File: src/design/cruise_speed_controller_unit_assert.svh
// ---------------------------------------------------------------------------
// Cruise speed controller assertion macros
// Shorthand for the concurrent checks at the end of the top level. Each macro
// samples on clk and is disabled while arst_n is low.
// ---------------------------------------------------------------------------
`ifndef CRUISE_SPEED_CONTROLLER_UNIT_ASSERT_SVH
`define CRUISE_SPEED_CONTROLLER_UNIT_ASSERT_SVH

// Same-cycle implication: cons must hold whenever ante holds.
`define CSC_ASSERT_IMP(lbl, ante, cons) \
	lbl: assert property (@(posedge clk) disable iff (!arst_n) (ante) |-> (cons)) \
		else $error("cruise speed controller: same-cycle check failed");

// Next-cycle implication: cons must hold in the cycle after ante.
`define CSC_ASSERT_NXT(lbl, ante, cons) \
	lbl: assert property (@(posedge clk) disable iff (!arst_n) (ante) |=> (cons)) \
		else $error("cruise speed controller: next-cycle check failed");

`endif

File: src/design/csc_pkg.sv
// ---------------------------------------------------------------------------
// Cruise speed controller package
// Widths, default parameter values, reset values, command codes and register indexes.
// ---------------------------------------------------------------------------
package csc_pkg;

	// Default parameter values.
	localparam int AVG_LIMIT_DEF    = 10;
	localparam int THROTTLE_TOP_DEF = 1979;

	// Fixed constants of the speed mapping and the pulse report.
	localparam int SPEED_MAX   = 80;
	localparam int REPORT_TICK = 4;

	// Field and state widths.
	localparam int CMD_W    = 3;
	localparam int ADC_W    = 12;
	localparam int SPEED_W  = 7;
	localparam int STEP_W   = 5;
	localparam int MARGIN_W = 7;
	localparam int CFG_W    = 7;
	localparam int SUM_W    = 16;
	localparam int PULSE_W  = 8;
	localparam int TICK_W   = 3;

	// Stream widths.
	localparam int IN_TDATA_W  = 16;
	localparam int OUT_TDATA_W = 24;

	// Register reset values.
	localparam logic [STEP_W-1:0]   STEP_RST   = STEP_W'(5);
	localparam logic [MARGIN_W-1:0] MARGIN_RST = MARGIN_W'(5);

	// Input command codes; the codes 5 to 7 are ignored.
	typedef enum logic [CMD_W-1:0] {
		CMD_SAMPLE  = 3'd0,
		CMD_PIN     = 3'd1,
		CMD_TICK    = 3'd2,
		CMD_RUN_ON  = 3'd3,
		CMD_RUN_OFF = 3'd4
	} cmd_t;

	// Configuration register indexes.
	typedef enum logic {
		REG_SPEED_STEP      = 1'b0,
		REG_OVERRIDE_MARGIN = 1'b1
	} reg_idx_t;

endpackage

File: src/design/cruise_speed_controller_unit.sv
// ---------------------------------------------------------------------------
// Cruise speed controller
// Throttle averaging, cruise setpoint control, button handling and speed
// pulse reporting for a motor drive, one result per input item.
// ---------------------------------------------------------------------------
// Every accepted item gives exactly one result; the block takes one item per
// clock when the output side is ready. The item is registered at the input,
// then passes the averaging stage (window sum and a reciprocal multiply by the
// window length) and the control stage (throttle to speed multiply, setpoint,
// buttons, pulse counting), each registered, into the output register. The run
// state is forwarded from the control stage to the averaging stage, so samples
// right after a run command are handled correctly. Stalls on the output side
// back up stage by stage; empty stages are filled while the output waits.
// ---------------------------------------------------------------------------
module cruise_speed_controller_unit
	import csc_pkg::*;
#(
	parameter int AVG_LIMIT    = AVG_LIMIT_DEF,
	parameter int THROTTLE_TOP = THROTTLE_TOP_DEF
) (
	input  logic                     clk,
	input  logic                     arst_n,
	// Input stream.
	input  logic                     s_tvalid,
	output logic                     s_tready,
	// [11:0] adc_sample, [12] pulse_pin, [13] onoff_button, [14] up_button,
	// [15] down_button
	input  logic [IN_TDATA_W-1:0]    s_tdata,
	// [2:0] command
	input  logic [CMD_W-1:0]         s_tuser,
	// Output stream.
	output logic                     m_tvalid,
	input  logic                     m_tready,
	// [6:0] pwm_duty, [7] cruise_led, [8] cruise_active, [16:9] pulse_report,
	// [23:17] zero
	output logic [OUT_TDATA_W-1:0]   m_tdata,
	// [0] report_valid
	output logic                     m_tuser,
	// Configuration write port.
	input  logic                     cfg_wen,
	input  logic                     cfg_index,
	input  logic [CFG_W-1:0]         cfg_wdata
);

	// Averaging window and reciprocal constants.
	localparam int CNT_W       = $clog2(AVG_LIMIT + 1);
	localparam int AVG_DIV     = AVG_LIMIT + 1;
	localparam int AVG_SHIFT   = 20;
	localparam int AVG_RECIP_W = AVG_SHIFT;
	localparam logic [AVG_RECIP_W-1:0] AVG_RECIP =
		AVG_RECIP_W'((longint'(1) << AVG_SHIFT) / AVG_DIV + 1);
	localparam int SPD_SHIFT   = 24;
	localparam int SPD_RECIP_W = 31;
	localparam logic [SPD_RECIP_W-1:0] SPD_RECIP =
		SPD_RECIP_W'((longint'(SPEED_MAX) << SPD_SHIFT) / THROTTLE_TOP + 1);

	// Configuration registers.
	logic [STEP_W-1:0]   step_q;
	logic [MARGIN_W-1:0] margin_q;

	// Pipeline stage 1: registered input item.
	logic                 v_s1;
	logic [CMD_W-1:0]     cmd_s1;
	logic [ADC_W-1:0]     adc_s1;
	logic                 pin_s1, onoff_s1, up_s1, down_s1;

	// Pipeline stage 2: item with the throttle average it sees.
	logic                 v_s2;
	logic [CMD_W-1:0]     cmd_s2;
	logic [ADC_W-1:0]     avg_s2;
	logic                 pin_s2, onoff_s2, up_s2, down_s2;

	// Output register.
	logic                 out_v_q;
	logic [SPEED_W-1:0]   duty_q;
	logic                 led_q, active_q, rep_v_q;
	logic [PULSE_W-1:0]   rep_val_q;

	// Averaging state.
	logic [SUM_W-1:0]     sum_q;
	logic [CNT_W-1:0]     cnt_q;
	logic [ADC_W-1:0]     avg_q;

	// Control state.
	logic [SPEED_W-1:0]   set_q;
	logic                 cruise_q, lamp_q, supp_q, running_q;
	logic                 onoff_arm_q, up_arm_q, down_arm_q, pulse_arm_q;
	logic [PULSE_W-1:0]   pcount_q, ptotal_q;
	logic [TICK_W-1:0]    ticks_q;
	logic [SPEED_W-1:0]   duty_hold_q;

	// Handshake and stage enables.
	logic out_en, s2_en, s1_en, fire1, fire2;

	assign out_en   = !out_v_q || m_tready;
	assign s2_en    = !v_s2 || out_en;
	assign s1_en    = !v_s1 || s2_en;
	assign fire1    = v_s1 && s2_en;
	assign fire2    = v_s2 && out_en;
	assign s_tready = s1_en;

	// Configuration writes; the one-bit index selects one of the two registers.
	always_ff @(posedge clk or negedge arst_n) begin
		if (!arst_n) begin
			step_q   <= STEP_RST;
			margin_q <= MARGIN_RST;
		end else if (cfg_wen) begin
			unique case (cfg_index)
				REG_SPEED_STEP:      step_q   <= cfg_wdata[STEP_W-1:0];
				REG_OVERRIDE_MARGIN: margin_q <= cfg_wdata[MARGIN_W-1:0];
				default: ;
			endcase
		end
	end

	// Input register.
	always_ff @(posedge clk or negedge arst_n) begin
		if (!arst_n) begin
			v_s1 <= 1'b0;
		end else if (s1_en) begin
			v_s1 <= s_tvalid;
		end
	end

	always_ff @(posedge clk) begin
		if (s_tvalid && s1_en) begin
			cmd_s1   <= s_tuser;
			adc_s1   <= s_tdata[ADC_W-1:0];
			pin_s1   <= s_tdata[12];
			onoff_s1 <= s_tdata[13];
			up_s1    <= s_tdata[14];
			down_s1  <= s_tdata[15];
		end
	end

	// Run state as left by the item in stage 2, for the averaging stage.
	logic run_fwd;

	always_comb begin
		run_fwd = running_q;
		if (v_s2) begin
			if (cmd_s2 == CMD_RUN_ON) begin
				run_fwd = 1'b1;
			end else if (cmd_s2 == CMD_RUN_OFF) begin
				run_fwd = 1'b0;
			end
		end
	end

	// Averaging stage: window sum and division by the window length.
	logic                            take_sample;
	logic [SUM_W-1:0]                sum_add;
	logic [CNT_W:0]                  cnt_inc;
	logic                            win_done;
	logic [SUM_W+AVG_RECIP_W-1:0]    avg_prod;
	logic [ADC_W-1:0]                avg_new;

	always_comb begin
		take_sample = (cmd_s1 == CMD_SAMPLE) && run_fwd;
		sum_add     = sum_q + SUM_W'(adc_s1);
		cnt_inc     = {1'b0, cnt_q} + (CNT_W+1)'(1);
		win_done    = cnt_inc > (CNT_W+1)'(AVG_LIMIT);
		avg_prod    = sum_add * AVG_RECIP;
		avg_new     = avg_q;
		if (take_sample && win_done) begin
			avg_new = avg_prod[AVG_SHIFT +: ADC_W];
		end
	end

	always_ff @(posedge clk or negedge arst_n) begin
		if (!arst_n) begin
			sum_q <= '0;
			cnt_q <= '0;
			avg_q <= '0;
		end else if (fire1 && take_sample) begin
			if (win_done) begin
				sum_q <= '0;
				cnt_q <= '0;
			end else begin
				sum_q <= sum_add;
				cnt_q <= cnt_inc[CNT_W-1:0];
			end
			avg_q <= avg_new;
		end
	end

	// Stage 2 register.
	always_ff @(posedge clk or negedge arst_n) begin
		if (!arst_n) begin
			v_s2 <= 1'b0;
		end else if (s2_en) begin
			v_s2 <= v_s1;
		end
	end

	always_ff @(posedge clk) begin
		if (fire1) begin
			cmd_s2   <= cmd_s1;
			avg_s2   <= avg_new;
			pin_s2   <= pin_s1;
			onoff_s2 <= onoff_s1;
			up_s2    <= up_s1;
			down_s2  <= down_s1;
		end
	end

	// Throttle speed: the clamped average times 80 over the top value.
	logic [ADC_W-1:0]             thr_clamp;
	logic [ADC_W+SPD_RECIP_W-1:0] spd_prod;
	logic [SPEED_W-1:0]           speed;

	always_comb begin
		thr_clamp = (avg_s2 > ADC_W'(THROTTLE_TOP)) ? ADC_W'(THROTTLE_TOP) : avg_s2;
		spd_prod  = thr_clamp * SPD_RECIP;
		speed     = spd_prod[SPD_SHIFT +: SPEED_W];
	end

	// Control stage: next values of the control state and the result.
	logic [SPEED_W-1:0] n_set, n_duty;
	logic               n_cruise, n_lamp, n_supp, n_run;
	logic               n_onoff_arm, n_up_arm, n_down_arm, n_pulse_arm;
	logic [PULSE_W-1:0] n_pcount, n_ptotal;
	logic [TICK_W-1:0]  n_ticks;
	logic               n_rep_v;
	logic [PULSE_W-1:0] n_rep_val;
	logic [SPEED_W:0]   up_sum, lim_sum;
	logic [STEP_W:0]    step_dbl;

	always_comb begin
		n_set       = set_q;
		n_duty      = duty_hold_q;
		n_cruise    = cruise_q;
		n_lamp      = lamp_q;
		n_supp      = supp_q;
		n_run       = running_q;
		n_onoff_arm = onoff_arm_q;
		n_up_arm    = up_arm_q;
		n_down_arm  = down_arm_q;
		n_pulse_arm = pulse_arm_q;
		n_pcount    = pcount_q;
		n_ptotal    = ptotal_q;
		n_ticks     = ticks_q;
		n_rep_v     = 1'b0;
		n_rep_val   = '0;
		up_sum      = '0;
		step_dbl    = {step_q, 1'b0};
		lim_sum     = {1'b0, set_q} + (SPEED_W+1)'(margin_q);

		unique case (cmd_s2)
			CMD_SAMPLE: begin
				// Setpoint follows the throttle, or a high throttle cancels cruise.
				if (running_q) begin
					if (!cruise_q) begin
						n_set = speed;
					end else if ({1'b0, speed} > lim_sum) begin
						n_cruise = 1'b0;
						n_lamp   = 1'b0;
					end
					n_duty = n_set;
				end
			end
			CMD_PIN: begin
				// Speed pulse edge.
				if (pin_s2) begin
					if (pulse_arm_q) begin
						n_pulse_arm = 1'b0;
						n_pcount    = pcount_q + PULSE_W'(1);
					end
				end else begin
					n_pulse_arm = 1'b1;
				end
				// On/off button toggles cruise and latches the setpoint.
				if (onoff_s2) begin
					if (onoff_arm_q) begin
						n_onoff_arm = 1'b0;
						if (cruise_q) begin
							n_cruise = 1'b0;
							n_lamp   = 1'b0;
						end else begin
							n_cruise = 1'b1;
							n_lamp   = !supp_q;
							n_set    = speed;
						end
					end
				end else begin
					n_onoff_arm = 1'b1;
				end
				// Up and down buttons move the setpoint while cruise holds.
				if (n_cruise) begin
					if (up_s2) begin
						if (up_arm_q) begin
							n_up_arm = 1'b0;
							up_sum   = {1'b0, n_set} + (SPEED_W+1)'(step_q);
							if (up_sum > (SPEED_W+1)'(SPEED_MAX)) begin
								n_set = SPEED_W'(SPEED_MAX);
							end else begin
								n_set = up_sum[SPEED_W-1:0];
							end
						end
					end else begin
						n_up_arm = 1'b1;
					end
					if (down_s2) begin
						if (down_arm_q) begin
							n_down_arm = 1'b0;
							if (n_set < SPEED_W'(step_dbl)) begin
								n_set = '0;
							end else begin
								n_set = n_set - SPEED_W'(step_q);
							end
						end
					end else begin
						n_down_arm = 1'b1;
					end
				end
			end
			CMD_TICK: begin
				// Fold the pulse count into the total, report every fourth tick.
				n_ptotal = ptotal_q + pcount_q;
				n_pcount = '0;
				n_ticks  = ticks_q + TICK_W'(1);
				if (running_q && n_ticks == TICK_W'(REPORT_TICK)) begin
					n_rep_v   = 1'b1;
					n_rep_val = n_ptotal;
					n_ticks   = '0;
					n_ptotal  = '0;
				end else if (n_ticks > TICK_W'(REPORT_TICK)) begin
					n_ticks  = '0;
					n_ptotal = '0;
				end
			end
			CMD_RUN_ON: begin
				n_run  = 1'b1;
				n_supp = 1'b0;
			end
			CMD_RUN_OFF: begin
				n_run = 1'b0;
			end
			default: ;
		endcase

		// Held idle while not running.
		if (!n_run) begin
			n_supp   = 1'b1;
			n_duty   = '0;
			n_lamp   = 1'b0;
			n_set    = '0;
			n_ptotal = '0;
			n_ticks  = '0;
			n_cruise = 1'b0;
		end
	end

	// Control state registers.
	always_ff @(posedge clk or negedge arst_n) begin
		if (!arst_n) begin
			set_q       <= '0;
			duty_hold_q <= '0;
			cruise_q    <= 1'b0;
			lamp_q      <= 1'b0;
			supp_q      <= 1'b0;
			running_q   <= 1'b0;
			onoff_arm_q <= 1'b1;
			up_arm_q    <= 1'b0;
			down_arm_q  <= 1'b0;
			pulse_arm_q <= 1'b0;
			pcount_q    <= '0;
			ptotal_q    <= '0;
			ticks_q     <= '0;
		end else if (fire2) begin
			set_q       <= n_set;
			duty_hold_q <= n_duty;
			cruise_q    <= n_cruise;
			lamp_q      <= n_lamp;
			supp_q      <= n_supp;
			running_q   <= n_run;
			onoff_arm_q <= n_onoff_arm;
			up_arm_q    <= n_up_arm;
			down_arm_q  <= n_down_arm;
			pulse_arm_q <= n_pulse_arm;
			pcount_q    <= n_pcount;
			ptotal_q    <= n_ptotal;
			ticks_q     <= n_ticks;
		end
	end

	// Output register.
	always_ff @(posedge clk or negedge arst_n) begin
		if (!arst_n) begin
			out_v_q <= 1'b0;
		end else if (out_en) begin
			out_v_q <= v_s2;
		end
	end

	always_ff @(posedge clk) begin
		if (fire2) begin
			duty_q    <= n_duty;
			led_q     <= n_lamp;
			active_q  <= n_cruise;
			rep_v_q   <= n_rep_v;
			rep_val_q <= n_rep_val;
		end
	end

	assign m_tvalid = out_v_q;
	assign m_tdata  = {(OUT_TDATA_W-PULSE_W-SPEED_W-2)'(0), rep_val_q, active_q, led_q, duty_q};
	assign m_tuser  = rep_v_q;

	// Checks on the control and averaging logic.
`include "cruise_speed_controller_unit_assert.svh"

	`CSC_ASSERT_IMP(a_led_needs_cruise, out_v_q && led_q, active_q)
	`CSC_ASSERT_IMP(a_duty_in_range, out_v_q, duty_q <= SPEED_W'(SPEED_MAX))
	`CSC_ASSERT_IMP(a_window_in_range, 1'b1, cnt_q <= CNT_W'(AVG_LIMIT))
	`CSC_ASSERT_NXT(a_run_off_stops, fire2 && cmd_s2 == CMD_RUN_OFF, !running_q && !cruise_q)

endmodule
File: config.mk
export PLATFORM = sky130hd
export DESIGN_NAME = cruise_speed_controller_unit
export DESIGN_NICKNAME = d
export VERILOG_FILES = /design/src/design/csc_pkg.sv /design/src/design/cruise_speed_controller_unit.sv
export VERILOG_INCLUDE_DIRS = /design/src /design/src/design
export SDC_FILE = /design/constraint.sdc
export NUM_CORES = 1
export LEC_CHECK = 0
export BUFFER_PORTS_ARGS = -buffer_cell sky130_fd_sc_hd__buf_2
export CORE_ASPECT_RATIO = 2
export CORE_MARGIN = 2
export CORE_UTILIZATION = 60
export DETAILED_ROUTE_END_ITERATION = 8
export GPL_TIMING_DRIVEN = 0
export PLACE_DENSITY = 0.78
export SLEW_MARGIN = 10
export SYNTH_ARGS = -nofsm -noshare
export SYNTH_HDL_FRONTEND = slang
export SYNTH_SLANG_ARGS = --single-unit
File: constraint.sdc
create_clock -name clk -period 12.3 [get_ports clk]
set_input_delay 2.46 -clock clk [delete_from_list [all_inputs] [get_ports clk]]
set_output_delay 2.46 -clock clk [all_outputs]
set_load 0.005 [all_outputs]
# --- After elaboration in Yosys (flattened, before gate mapping) ---
# Cells that the tools add are included.
op_classes:
  n_eq_ne: 11
  n_reduce_logical: 26
  bitwise_logic: 1
  n_lt_le_gt_ge: 6
  mux: 62
  add_sub_neg: 8
  multipliers: 2
op_table:
  columns: ["operator", "count"]
  rows:
  - ["$mux W7", 18]
  - ["$mux W8", 6]
  - ["$mul A16 B16 Y31 const B", 1]
  - ["$mul A12 B19 Y30 const B", 1]
  - ["$mux W1", 25]
  - ["$mux W12", 2]
  - ["$add A16 B12 Y16", 1]
  - ["$mux W16", 1]
  - ["$pmux W8 S2", 1]
  - ["$pmux W7 S2", 1]
  - ["$gt A12 B11 Y1 const B", 1]
  - ["$mux W3", 4]
  - ["$reduce_and A2 Y1", 6]
  - ["$add A7 B5 Y8", 1]
  - ["$add A7 B7 Y8", 1]
  - ["$add A8 B1 Y8 const B", 1]
  - ["$add A8 B8 Y8", 1]
  - ["$gt A7 B8 Y1", 1]
  - ["$gt A8 B7 Y1 const B", 1]
  - ["$logic_and A1 B1 Y1", 7]
  - ["$lt A7 B6 Y1", 1]
  - ["$sub A7 B5 Y7", 1]
  - ["$eq A3 B2 Y1 const B", 2]
  - ["$eq A3 B3 Y1 const B", 2]
  - ["other kinds (18)", 29]
totals:
  register_bits: 144
  inputBits: 32
  elab_cells: 154

# --- Depth between registers and ports, before layout ---
# Gate-level depths: netlist of run 1.
depth:
  ltp_word: 21
  depth_mapped: 42
  depth_no_buf: 42

# --- Least setup slack after synthesis of run 1 ---
# OpenSTA, ideal clock, no wires.
synth_timing:
  path_type: "register -> register"
  startpoint: "reg avg_s2[9]"
  endpoint: "reg set_q[6]"
  arrival_time_ps: 8962
  setup_ps: 90
  slack_ps: 3248
  required_time_ps: 12210
  stages_incl_launch_ff: 41
  path_cell_list: "edfxtp_1 -> nand4_1 -> nor2b_1 -> and2_1 -> ha_1 -> fa_1 -> inv_1 -> fa_1 -> inv_1 -> fa_1 -> inv_1 -> fa_1 -> inv_1 -> ha_1 -> nand3_2 -> nor4_4 -> nand2_1 -> o221ai_1 -> [5 not listed] -> a21oi_1 -> xnor2_1 -> o41a_1 -> nor2_1 -> o311a_1 -> nor3_2 -> a2bb2oi_1 -> inv_1 -> ha_1 -> nor2b_1 -> o21ai_0 -> nand2b_1 -> a211o_1 -> or3_1 -> a21oi_1 -> a21oi_1 -> a211o_1 -> o221ai_1"
synth_between:
  elab_chain_len: 21
  elab_cells_between_ends: 23
  classes_between: "add/sub (2); mul (1); order compare (3); mux (17)"
synth_lines:
  columns: ["item", "line", "text"]
  rows:
  - ["from (decl)", "cruise_speed_controller_unit.sv:70", "logic [ADC_W-1:0] avg_s2;"]
  - ["from (signal assigned)", "cruise_speed_controller_unit.sv:199", "avg_s2 <= avg_new;"]
  - ["$gt A12 B11 Y1", "cruise_speed_controller_unit.sv:213", "thr_clamp = (avg_s2 > ADC_W'(THROTTLE_TOP)) ? ADC_W'(THROTTLE_TOP) : avg_s2;"]
  - ["$mux W12 *", "cruise_speed_controller_unit.sv:213", null]
  - ["$mul A12 B19 Y30 *", "cruise_speed_controller_unit.sv:214", "spd_prod = thr_clamp * SPD_RECIP;"]
  - ["$mux W7 *", "cruise_speed_controller_unit.sv:253, cruise_speed_controller_unit.sv:276", null]
  - ["$mux W7", "cruise_speed_controller_unit.sv:274", "if (onoff_arm_q) begin"]
  - ["$mux W7", "cruise_speed_controller_unit.sv:273", "if (onoff_s2) begin"]
  - ["$mux W7", "cruise_speed_controller_unit.sv:249", "unique case (cmd_s2)"]
  - ["$add A7 B5 Y8", "cruise_speed_controller_unit.sv:293", "up_sum = {1'b0, n_set} + (SPEED_W+1)'(step_q);"]
  - ["[5 not listed]", null, null]
  - ["$mux W7", "cruise_speed_controller_unit.sv:249", null]
  - ["$sub A7 B5 Y7 / $lt A7 B6 Y1 (equally long branches)", "cruise_speed_controller_unit.sv:309, cruise_speed_controller_unit.sv:306", null]
  - ["$mux W7", "cruise_speed_controller_unit.sv:306", "if (n_set < SPEED_W'(step_dbl)) begin"]
  - ["$mux W7", "cruise_speed_controller_unit.sv:304", "if (down_arm_q) begin"]
  - ["$mux W7", "cruise_speed_controller_unit.sv:303", "if (down_s2) begin"]
  - ["$mux W7", "cruise_speed_controller_unit.sv:289", "if (n_cruise) begin"]
  - ["$pmux W7 S2 *", "cruise_speed_controller_unit.sv:249", null]
  - ["$mux W7 *", "cruise_speed_controller_unit.sv:343", "if (!n_run) begin"]
  - ["to (signal assigned)", "cruise_speed_controller_unit.sv:371", "set_q <= n_set;"]
  - ["to (decl)", "cruise_speed_controller_unit.sv:85", "logic [SPEED_W-1:0] set_q;"]
# Mark *: on every way between the ends. The rest lies on a longest branch, timed or not. The select of a mux whose other input is x is not followed.
# A chain may end at the register's enable or synchronous reset.

# --- Final worst setup path of run 1 ---
# Ends and elaborated chain as after synthesis.

==> results of run 1 <==
synthesized netlist by cell type (all sizes together) (9+ instances only):
cell      n
dfrtp    83
o21bai   13
o31ai    10
nor3     20
nor2     51
ha      276
nand4     9
o21ai    58
or2      17
o21a     11
a31oi    10
mux2     41
edfxtp   56
nor2b    14
nand2   107
and3     15
xnor2    41
nand3    22
inv     291
xor2     22
a21o     30
a22o      9
clkbuf   21
buf      17
a21oi    57
and2     17
a211oi   12
fa      143
nand2b   14
critical path, delay by kind of cell, from the launching register on:
kind	cells	cell delay [ns]
buf+inv	5	0.33
simple gates	11	2.21
xor+xnor	2	0.53
flops	1	0.44
fa+ha+maj	9	3.85
compound gates	13	3.24
metal layers:
layer	vias up	wire length, um
li1	5528	-
met2	265	20400
met3	133	859
met5	-	0
met4	0	2550
met1	5802	12300
stage by stage:
step / setup slack, ns / area (um2) / instances
detailed placement: 1.70 / 16900 / 1996
CTS: 1.64 / 17400 / 2028
global placement: 1.88 / 16800 / 1994
floorplan: 3.25 / 16100 / 1599
finish: 1.61 / 17400 / 2028
global route: 1.05 / 17400 / 2028
path summary, 6_finish.rpt:
path                          endpoint  cells after the start  slack (ns)  startpoint
setup / recovery              set_q[6]                     40        1.61   avg_s2[9]
hold / removal                  pin_s2                      0        0.43      pin_s1
setup reg to reg              set_q[6]                     40        1.61   avg_s2[9]
hold reg to reg                 pin_s2                      0        0.43      pin_s1
max in group asynchronous  onoff_arm_q                      2        9.61      arst_n
min in group asynchronous  margin_q[5]                      1        1.99      arst_n
area by class of cell:
cell class / instances / area share
plain buffers: 38 / 0.0110
clock buffers: 18 / 0.0252
clock inverters: 14 / 0.00861
inverters: 291 / 0.0626
multi-input cells: 1126 / 0.628
flip-flops and latches: 144 / 0.223
well taps: 344 / 0.0247
repair buffers: 53 / 0.0166
state kept, by name, summed over array words and instances (netlist names), 8 cells and up:
name,flops
adc_s1,12
avg_q,12
avg_s2,12
pcount_q,8
ptotal_q,8
rep_val_q,8
sum_q,16
placed cells by master, fill, tap and decap left out, types with 14 or more instances in the layout:
| cell type | n |
|---|---|
| ha_1 | 276 |
| mux2_2 | 41 |
| edfxtp_1 | 56 |
| nor2_1 | 50 |
| nand2b_1 | 14 |
| nor3_1 | 18 |
| xor2_1 | 22 |
| nand2_1 | 105 |
| or2_2 | 15 |
| clkbuf_16 | 17 |
| o21ai_0 | 55 |
| and2_1 | 16 |
| nor2b_1 | 14 |
| clkbuf_1 | 19 |
| fa_1 | 143 |
| inv_1 | 291 |
| conb_1 | 14 |
| buf_2 | 56 |
| a21oi_1 | 57 |
| a21o_1 | 29 |
| xnor2_1 | 41 |
| dfrtp_1 | 83 |
| nand3_1 | 21 |
cell families after synthesis:
family	Yosys count
other	1
xor gates and xnor gates	64
and+or+nand+nor	311
muxes	47
AOI/OAI and AO/OA	271
buffers and inverters	329
DFF	144
adders and majority gates	419
==> metrics.txt, run 1 <==
status finished clean; final-report setup violation count 0; top flip-flop cell by instance count after synthesis dfrtp_1; Clock H-tree levels 4; share of layout cells above drive strength 1 0.113; mean instance size in the synthesized netlist 10.1 um2; DRC marker count from the first detailed-route iteration a little over 500; clock tree from TritonCTS yes; maximum fanout encountered on the critical timing path 6; Yosys top cell area share 0.215; CTS Buf Count 17; Sequential cell area about 0.0039 mm2; Clock Pin Slew Worst Setup and Hold Paths around 0.070 ns; post-route ant nets 0; nets approximately 2,100; post-route core utilization 0.664; area of the core between 0.02 and 0.03 mm2; Slew Limit Headroom 0.157; number of buffers inserted by post-CTS setup repair 0; multiplexer share of the synthesized area 0.0325; Overflow after GRT 0; EDFF count, synth between 50 and 60; Pre-antenna DRT Iters 5; number of top-level design ports just under 60; number of library cell types mapped by synthesis 95; area growth from synthesis to layout 8.49%; share of the clock period used by the worst path 0.869; vias per cell ~5.8; Total Negative Setup Slacks 0 ns; buffers from clock root to sink, at most 2; die height approximately 240 um; GR Layer Usage met2 0.518; Routed wire per std cell 17.8 um; met1 Usage GRT 0.265; initial standard-cell utilization of the core 0.612; final WL roughly 36,000 um; source-to-sink clock delay at the later pin of the worst-skew pair 0.43 ns; Post-Synthesis Cell Area roughly 0.016 mm2; Critical-path top delay cell fa_1; sequential element share of the synthesized area 0.242; DPL Wire Length around 30,000 um; post-layout minimum cycle time 10.69 ns; cell accounting for the most synthesized area ha_1; via total after detailed routing ~12,000; multi-input combinational cell area around 0.011 mm2; number of global-route vias before repair 12,561; post-synthesis compound-gate area fraction 0.119; adder-cell share of the synthesized area 0.393; count of hold-fix buffers inserted at cts 0; Post-Syn Instances approximately 1,600; number of inserted filler cells in the final layout approximately 2,100; overall track demand over capacity in global routing 0.269; count of warnings emitted by yosys 0; worst path arrival time ~11 ns; max-slew violation total from the final report 0; cells taking the most area after synthesis ha_1 (21%), fa_1 (18%), dfrtp_1 (13%), edfxtp_1 (10%), inv_1 (6.8%); cell row count 84; final hold violation count 0; GR Util met3 0.0254; async set-reset flop share out of synthesis 0.611; xor-xnor portion of the synthesized cell area 0.0357; largest stage delay on the critical path roughly 0.62 ns; Worst Hold Margin about 0.43 ns; Die Outline Area 0.0282 mm2; Maximum Capacitance Violations 0; quantity of I/O buffers inserted on ports between 50 and 60; busiest layer in global routing met2; largest net degree at the start of global routing 52; post-synthesis sequential element count ~140; maximum clock frequency just over 90 MHz; antenna violations before repair 0; final weighted congestion in routability-driven placement ~1; nature of the critical path startpoint register; RSZ-0062 raised after global routing no; dominant combinational cell family by area after synthesis adder cells; worst-margin pin slew about 1.3 ns; endpoint kind of the worst setup timing path register; type of the worst setup path reg -> reg; post-cts gate resize count 0; share of synthesized cell area in and, or, nand and nor gates 0.0978; die width between 100 and 150 um; clock sink count approximately 140; Worst EP required approximately 13 ns; Clock Skews around 0.011 ns; cell chosen for the clock root clkbuf_16; detailed-route DRC error count 0; Hold Crit Class reg -> reg; number of diodes 0; first-pass GRT wire length ~60,000 um
Power of run 1 is left out: the tool's default activity adds up to more than one toggle a clock period on the data nets, which glitch-free logic cannot reach.
==> inputs of run 2 (changes only) <==
Settings changed: CORE_UTILIZATION 60 to 45, PLACE_DENSITY 0.78 to unset.
==> metrics.txt, run 2 (synthesis results as in run 1) <==
final-report setup violation count 0; maximum fanout encountered on the critical timing path 6; status finished clean; type of the worst setup path reg -> reg; share of layout cells above drive strength 1 0.112; number of diodes 0; via total after detailed routing 11,044; CTS Buf Count 17; Slew Limit Headroom 0.175; RSZ-0062 raised after global routing no; die width between 100 and 150 um; die height between 200 and 300 um; final weighted congestion in routability-driven placement around 0.85; largest stage delay on the critical path roughly 0.56 ns; slack of the worst reg-to-reg path around 1.7 ns; Hold Crit Start onoff_s1; DPL Wire Length between 20,000 and 30,000 um; final hold violation count 0; sink of the worst hold path onoff_s2; count of hold-fix buffers inserted at cts 0; post-layout minimum cycle time between 10 and 15 ns; DRC marker count from the first detailed-route iteration 474; maximum clock frequency ~94 MHz; Clock H-tree levels 4; area growth from synthesis to layout 9.52%; worst-margin pin slew 1.23 ns; buffers from clock root to sink, at most 2; clock tree from TritonCTS yes; critical register-to-register path endpoint set_q[6]; worst path buffer plus inverter count 5; Clock Pin Slew Worst Setup and Hold Paths ~0.060 ns; flip-flop count of the largest register, all copies and words added 16; area of all placed cells without fillers approximately 0.018 mm2; register with the highest flop count sum_q; initial standard-cell utilization of the core 0.454; final WL 33,400 um; highest-count cells in the layout ignoring fill and taps inv_1 (291), ha_1 (276), fa_1 (143); overall track demand over capacity in global routing 0.192; Clock Skews 0.0131 ns; number of top-level design ports 59; number of buffers inserted by post-CTS setup repair 0; Largest delay share family, worst path adder cells; Hold Crit Class reg -> reg; number of global-route vias before repair around 11,000; detailed-route DRC error count 0; worst path arrival time about 11 ns; cell row count 98; Total Negative Setup Slacks 0 ns; source-to-sink clock delay at the later pin of the worst-skew pair 0.44 ns; quantity of I/O buffers inserted on ports 51; max-slew violation total from the final report 0; Min-Delay Path Depth 0; Routed wire per std cell ~16 um; nets 2,122; Pre-antenna DRT Iters 5; Maximum Capacitance Violations 0; placement-stage cell area 0.0170 mm2; cell chosen for the clock root clkbuf_16; Worst EP required 12.64 ns; share of the clock period used by the worst path 0.865; first-pass GRT wire length around 57,000 um; vias per cell slightly above 5; largest net degree at the start of global routing 61; clock sink count around 140; Overflow after GRT 0; antenna violations before repair 0; Die Outline Area 0.0373 mm2; nature of the critical path startpoint register; post-cts gate resize count 0; Worst Reg2Reg Path Length in Cells 39; area of the core around 0.035 mm2; endpoint kind of the worst setup timing path register; most frequent standard cell in the layout excluding fill and tap cells inv_1; Critical-path top delay cell fa_1; post-route ant nets 0; worst reg2reg path startpoint avg_s2[9]
## run 2: changes by cell type in the layout (fill, tap and decap cells not counted), moves of 2 or more
| cell | delta |
|---|---|
| clkinv_8 | -3 |
| clkinvlp_4 | -2 |
| inv_8 | -3 |
| clkbuf_1 | +2 |
| clkinv_2 | +3 |
| clkbuf_16 | +4 |
| clkinv_4 | -2 |
## run 2: cell type report
type	instances	area [um2]
Buffer	38	193
Clock buffer	23	533
Clock inverter	9	88.8
Fill cell	3336	17800
Inverter	291	1090
Multi-Input combinational cell	1126	11000
Sequential cell	144	3890
Tap cell	450	563
Timing Repair Buffer	53	290
## run 2: how the worst max path moves through the flow
| stage | startpoint | end | slack, ns | cells past startpoint |
|---|---|---|---|---|
| 3_5_place_dp | avg_s2[9] | set_q[6] | 1.64 | 39 |
| 6_report | avg_s2[9] | set_q[6] | 1.66 | 39 |
| 2_1_floorplan | avg_s2[9] | set_q[6] | 3.25 | 40 |
| 4_1_cts | avg_s2[9] | set_q[6] | 1.60 | 39 |
| 5_1_grt | avg_s2[9] | set_q[6] | 0.88 | 39 |
| 3_3_place_gp | avg_s2[9] | set_q[6] | 1.60 | 39 |
## run 2: through the flow
step / worst slack, ns / instances / util / hold slack [ns]
2_1_floorplan: 3.25 / 1599 / - / 0.400
3_3_place_gp: 1.60 / 2100 / 0.478 / 0.425
3_5_place_dp: 1.64 / 2102 / 0.479 / 0.424
4_1_cts: 1.60 / 2134 / 0.497 / 0.434
5_1_grt: 0.880 / 2134 / 0.497 / 0.448
6_report: 1.66 / 2134 / 0.497 / 0.433
## run 2: routing by layer
metal / up-vias / wire length (um) / track usage / part of all wire
li1: 5540 / - / - / -
met1: 5328 / 16100 / 0.265 / 0.48
met3: 39 / 691 / 0.0211 / 0.021
met4: 0 / 530 / 0.0496 / 0.016
met2: 137 / 16100 / 0.320 / 0.48
met5: - / 0 / 0 / 0
Power of run 2 is left out for the same reason.
==> inputs of run 3 (changes only) <==
Settings changed: CORE_ASPECT_RATIO 2 to unset.
==> metrics.txt, run 3 (synthesis results as in run 1) <==
Die Outline Area approximately 0.037 mm2; number of buffers inserted by post-CTS setup repair 0; die width roughly 190 um; count of hold-fix buffers inserted at cts 0; share of layout cells above drive strength 1 0.113; Worst EP required around 13 ns; post-cts gate resize count 0; die height 193 um; Clock H-tree levels 4; Clock Skews ~0.017 ns; DRC marker count from the first detailed-route iteration 458; post-layout minimum cycle time 10.62 ns; Pre-antenna DRT Iters 5; Slew Limit Headroom 0.189; Routed wire per std cell about 16 um; share of the clock period used by the worst path 0.864; worst path buffer plus inverter count 5; final weighted congestion in routability-driven placement between 0.8 and 0.9; Clock Pin Slew Worst Setup and Hold Paths 0.06 ns; placement-stage worst setup slack about 1.8 ns; nets ~2,100; initial standard-cell utilization of the core 0.454; number of diodes 0; first-pass GRT wire length about 60,000 um; buffers from clock root to sink, at most 2; cell chosen for the clock root clkbuf_16; number of top-level design ports 59; multi-input combinational cell area between 0.01 and 0.015 mm2; Maximum Capacitance Violations 0; Critical-path top delay cell xnor2_1; Sequential cell area about 0.0039 mm2; Total Negative Setup Slacks 0 ns; number of inserted filler cells in the final layout 3,280; post-route ant nets 0; highest-count cells in the layout ignoring fill and taps inv_1 (291), ha_1 (276), fa_1 (143); smallest setup slack after layout between 1.5 and 2 ns; area growth from synthesis to layout 9.25%; register with the highest flop count sum_q; maximum clock frequency roughly 94 MHz; Largest delay share family, worst path adder cells; flip-flop count of the largest register, all copies and words added 16; final WL 35,000 um; most frequent standard cell in the layout excluding fill and tap cells inv_1; final hold violation count 0; via total after detailed routing between 10,000 and 15,000; CTS Buf Count 17; Hold Crit Class reg -> reg; antenna violations before repair 0; clock sink count roughly 140; max-slew violation total from the final report 0; clock tree from TritonCTS yes; maximum fanout encountered on the critical timing path 6; worst-margin pin slew between 1 and 1.5 ns; overall track demand over capacity in global routing 0.201; cell row count between 60 and 70; largest net degree at the start of global routing 71; area of the core 0.0354 mm2; largest stage delay on the critical path just over 0.6 ns; type of the worst setup path reg -> reg; final-report setup violation count 0; status finished clean; detailed-route DRC error count 0; Overflow after GRT 0; source-to-sink clock delay at the later pin of the worst-skew pair 0.43 ns; DPL Wire Length around 28,000 um; RSZ-0062 raised after global routing no; worst path arrival time approximately 11 ns; quantity of I/O buffers inserted on ports between 50 and 60; vias per cell ~5.2; number of global-route vias before repair around 12,000; nature of the critical path startpoint register; endpoint kind of the worst setup timing path register
[run 3: changes by cell type in the layout (fill, tap and decap cells not counted), moves of 2 or more]
cell	before	now
clkbuf_16	21	17
inv_8	0	3
clkinvlp_4	0	2
inv_4	0	2
clkinv_2	3	0
[run 3: area by class of cell]
class,instances,area share
clock inverters,14,0.00712
repair buffers,53,0.0167
well taps,461,0.0328
inverters,291,0.0622
plain buffers,38,0.0110
multi-input cells,1126,0.624
flip-flops and latches,144,0.221
clock buffers,18,0.0244
[run 3: metrics by stage]
stage,utilization,hold WS (ns),cell area [um2],cells
global route,0.496,0.427,17600,2145
global placement,0.479,0.403,17000,2111
finish,0.496,0.421,17600,2145
detailed placement,0.480,0.407,17000,2113
CTS,0.496,0.423,17600,2145
floorplan,-,0.400,16100,1599
[run 3: path summary, 6_finish.rpt]
| check | from | to | slack (ns) | depth (start not counted) |
|---|---|---|---|---|
| worst max-delay path | avg_s2[9] | set_q[6] | 1.68 | 39 |
| worst min-delay path | up_s1 | up_s2 | 0.42 | 0 |
| worst max register to register | avg_s2[9] | set_q[6] | 1.68 | 39 |
| worst min register to register | up_s1 | up_s2 | 0.42 | 0 |
| max in group asynchronous | arst_n | onoff_arm_q | 9.75 | 2 |
| min in group asynchronous | arst_n | avg_q[10] | 1.87 | 1 |
[run 3: metal layers]
metal	track usage	vias up	part of all wire
met5	0	-	0
met4	0.0455	0	0.016
met3	0.0257	34	0.031
met2	0.330	180	0.47
met1	0.284	5516	0.48
li1	-	5529	-
Power of run 3 is left out for the same reason.
